**config.mk**
```make
export PLATFORM = sky130hd
export DESIGN_NAME = htmd_ram
export DESIGN_NICKNAME = d
export VERILOG_FILES = /design/src/hdl/htmd_ram.sv
export SDC_FILE = /design/constraint.sdc
export NUM_CORES = 2
export LEC_CHECK = 0
export ABC_AREA = 1
export BUFFER_PORTS_ARGS = -buffer_cell sky130_fd_sc_hd__buf_2
export CELL_PAD_IN_SITES_DETAIL_PLACEMENT = 1
export CELL_PAD_IN_SITES_GLOBAL_PLACEMENT = 1
export CORE_MARGIN = 2
export CORE_UTILIZATION = 45
export CTS_BUF_LIST = sky130_fd_sc_hd__clkbuf_16
export DETAILED_ROUTE_END_ITERATION = 10
export GPL_ROUTABILITY_DRIVEN = 0
export PLACE_DENSITY_LB_ADDON = 0.08
export SLEW_MARGIN = 0
export SYNTH_ARGS = -nofsm -noshare
export SYNTH_HDL_FRONTEND = slang
export SYNTH_SLANG_ARGS = --single-unit
```
**constraint.sdc**
```tcl
create_clock -name clk -period 1.82 [get_ports clk]
set_clock_uncertainty 0.05 [all_clocks]
set_input_delay 0.273 -clock clk [delete_from_list [all_inputs] [get_ports clk]]
set_output_delay 0.273 -clock clk [all_outputs]
set_load 0.005 [all_outputs]
```
**src/hdl/htmd_ram.sv**
```systemverilog
// generic single-write, single-read ram with registered read data
module htmd_ram #(
    parameter int WIDTH = 8,
    parameter int DEPTH = 256
) (
    input  logic                     clk,
    input  logic                     we,
    input  logic [$clog2(DEPTH)-1:0] waddr,
    input  logic [WIDTH-1:0]         wdata,
    input  logic                     re,
    input  logic [$clog2(DEPTH)-1:0] raddr,
    output logic [WIDTH-1:0]         rdata
);

    logic [WIDTH-1:0] mem [DEPTH];
    logic [WIDTH-1:0] rdata_reg;

    always_ff @(posedge clk)
    begin
        if (we)
        begin
            mem[waddr] <= wdata;
        end
        if (re)
        begin
            rdata_reg <= mem[raddr];
        end
    end

    assign rdata = rdata_reg;

endmodule
```
==> out/summary.txt <==
Synth Instances -> 7003
CTS tree -> done
# H-tree levels -> 4
GRT overflow -> 0
ANT cells -> 0
failing checks -> setup timing
post-route design area -> 101000 um2
Ys Warns -> 0
crit path DAT -> 1.54 ns
first-pass GRT wire length -> 404 mm
CP max stage cell -> edfxtp_1
WL/cell -> 26.6 um
crit-path max FO -> 1
WP buf/inv -> 1
Fin Hold WS -> 0.206 ns
dpl hpwl -> 177 mm
Crit Path Category -> flip-flop to output pin
final WL -> 274 mm
Root Driver -> clkbuf_16
Vias/cell -> 5.67
Sink Count -> 2056
layout cells sized above 1 -> 17.9%
Remaining DRCs -> 0
largest net degree at the start of global routing -> 78
CP delay by family, top -> flip-flops
CP startpoint kind -> flip-flop
Crit. End Element -> output pin
status -> complete, but fails checks
hold crit path type -> primary input to flip-flop
Die Y-Extent -> 435 um
vias in the first global route -> 60800
final hold violation count -> 0
Vias -> 58300
I/O Pins -> 35
worst path cell trace -> buf_2
std cell rows -> 158
Initial Util -> 45.2%
Yosys cell types -> 13
Max clock buf depth -> 3
CTS Buf Count -> 213
fin crit share -> 103%
die area -> 189000 um2
clk_lat worst skew -> 0.87 ns
Mapped Area -> 83500 um2
max cap viols -> 0
final setup fails -> 7
port bufs -> 34
Syn Nets -> 7030
slowest stage delay, CP -> 0.50 ns
Final Critical Period -> 1.87 ns
initial DRC count -> 5238
syn avg cell area -> 11.9 um2
P per Cell Area -> 1020 nW/um2
Slew Limit Fails -> 0
fin nets -> 7658
fill cell count -> 18600
Die X -> 435 um
min setup slack post-route -> -0.0475 ns
#FFs+latches synth -> 2056
Total Power -> 103 mW
total negative slack -> -0.135 ns
slew margin rel. -> 29.0%
CP required -> 1.50 ns
sequential element share of the synthesized area -> 74.0%
Max Fclk -> 535 MHz
Syn-to-layout area delta -> 21.1%
Largest register FFs -> 2048
initial antenna violation count -> 8
GRT Util Overall -> 28.6%
Post-Place Worst Slack -> -1.26 ns
worst vdd ir -> 0.000808 V
drt pass-1 iters -> 7
Placed Instance Area -> 92800 um2
post-route ant nets -> 0
Slew @ Worst Pin -> 1.06 ns
Core ar. -> 185000 um2
clk slew on worst S/H paths -> 0.06 ns
leakage -> 36.8 nW
RSZ-0062 raised after global routing -> true
metal layers:
metal	vias to the layer above	routed length, um	global-route usage, %
met4	0	9490	9.45
li1	26200	-	-
met1	30000	116000	39.1
met3	447	15300	3.38
met5	-	0	0
met2	1720	133000	47.8
timing repair:
action	4_1_cts	5_1_grt
endpoints found under the setup margin	14	13
setup buffers	0	6
resized for setup	121	124
pin swaps	6	20
hold buffers	10	0
cloned	2	1
hold endpoints to repair	758	0
layout make-up:
class,instances,area (um2),share of cell area [%]
tap,2480,3100,3.07
timing repair inverter,1,11.3,0.0111
multi-input combinational,4425,20400,20.2
inverter,39,190,0.188
sequential,2056,61700,61.1
clock buffer,216,5410,5.35
clock inverter,173,1360,1.35
timing repair buffer,895,8870,8.78
synthesized netlist by cell type:
library cell	count	area [um2]
clkbuf_1	112	420
buf_4	46	345
buf_8	1	15.0
nor2_1	283	1060
buf_6	16	180
inv_1	36	135
inv_4	1	6.26
nand3_1	2019	10100
nand2_1	2123	7970
buf_2	268	1340
buf_1	40	150
inv_2	2	7.51
edfxtp_1	2056	61700
placed cells by master (no fill, tap or decap), types with 41 or more instances in the layout:
master	n
buf_12	160
buf_4	687
clkbuf_16	216
clkinv_1	49
clkinv_2	41
edfxtp_1	2056
inv_1	79
nand2_1	2088
nand3_1	1841
nand3_2	147
nor2_1	283
logic make-up after synthesis:
kind of cell | Yosys count | share of synthesized area, %
buf+inv | 522 | 3.12
flops | 2056 | 74.0
simple gates | 4425 | 22.9
power breakdown:
| group | internal (mW) | switching, mW | total (mW) |
|---|---|---|---|
| Clock | 24.4 | 18.5 | 42.8 |
| Combinational | 2.43 | 5.31 | 7.74 |
| Sequential | 52.2 | 0.0450 | 52.2 |
worst paths after layout:
path | startpoint | end | slack, ns | cells after the start
worst min-delay path | we | mem[183][1] | 0.21 | 5
worst min register to register | mem[54][0] | rdata[0] | 1.03 | 10
worst max-delay path | rdata[2] | rdata[2] | -0.05 | 1
worst max register to register | mem[239][0] | rdata[0] | 0.02 | 10
stage by stage:
step	instances	util, %
floorplan	7003	-
global placement	9877	50.2
detailed placement	9877	50.2
CTS	10300	54.3
global route	10300	54.7
finish	10300	54.7
Power figures use the tool's default switching activity.
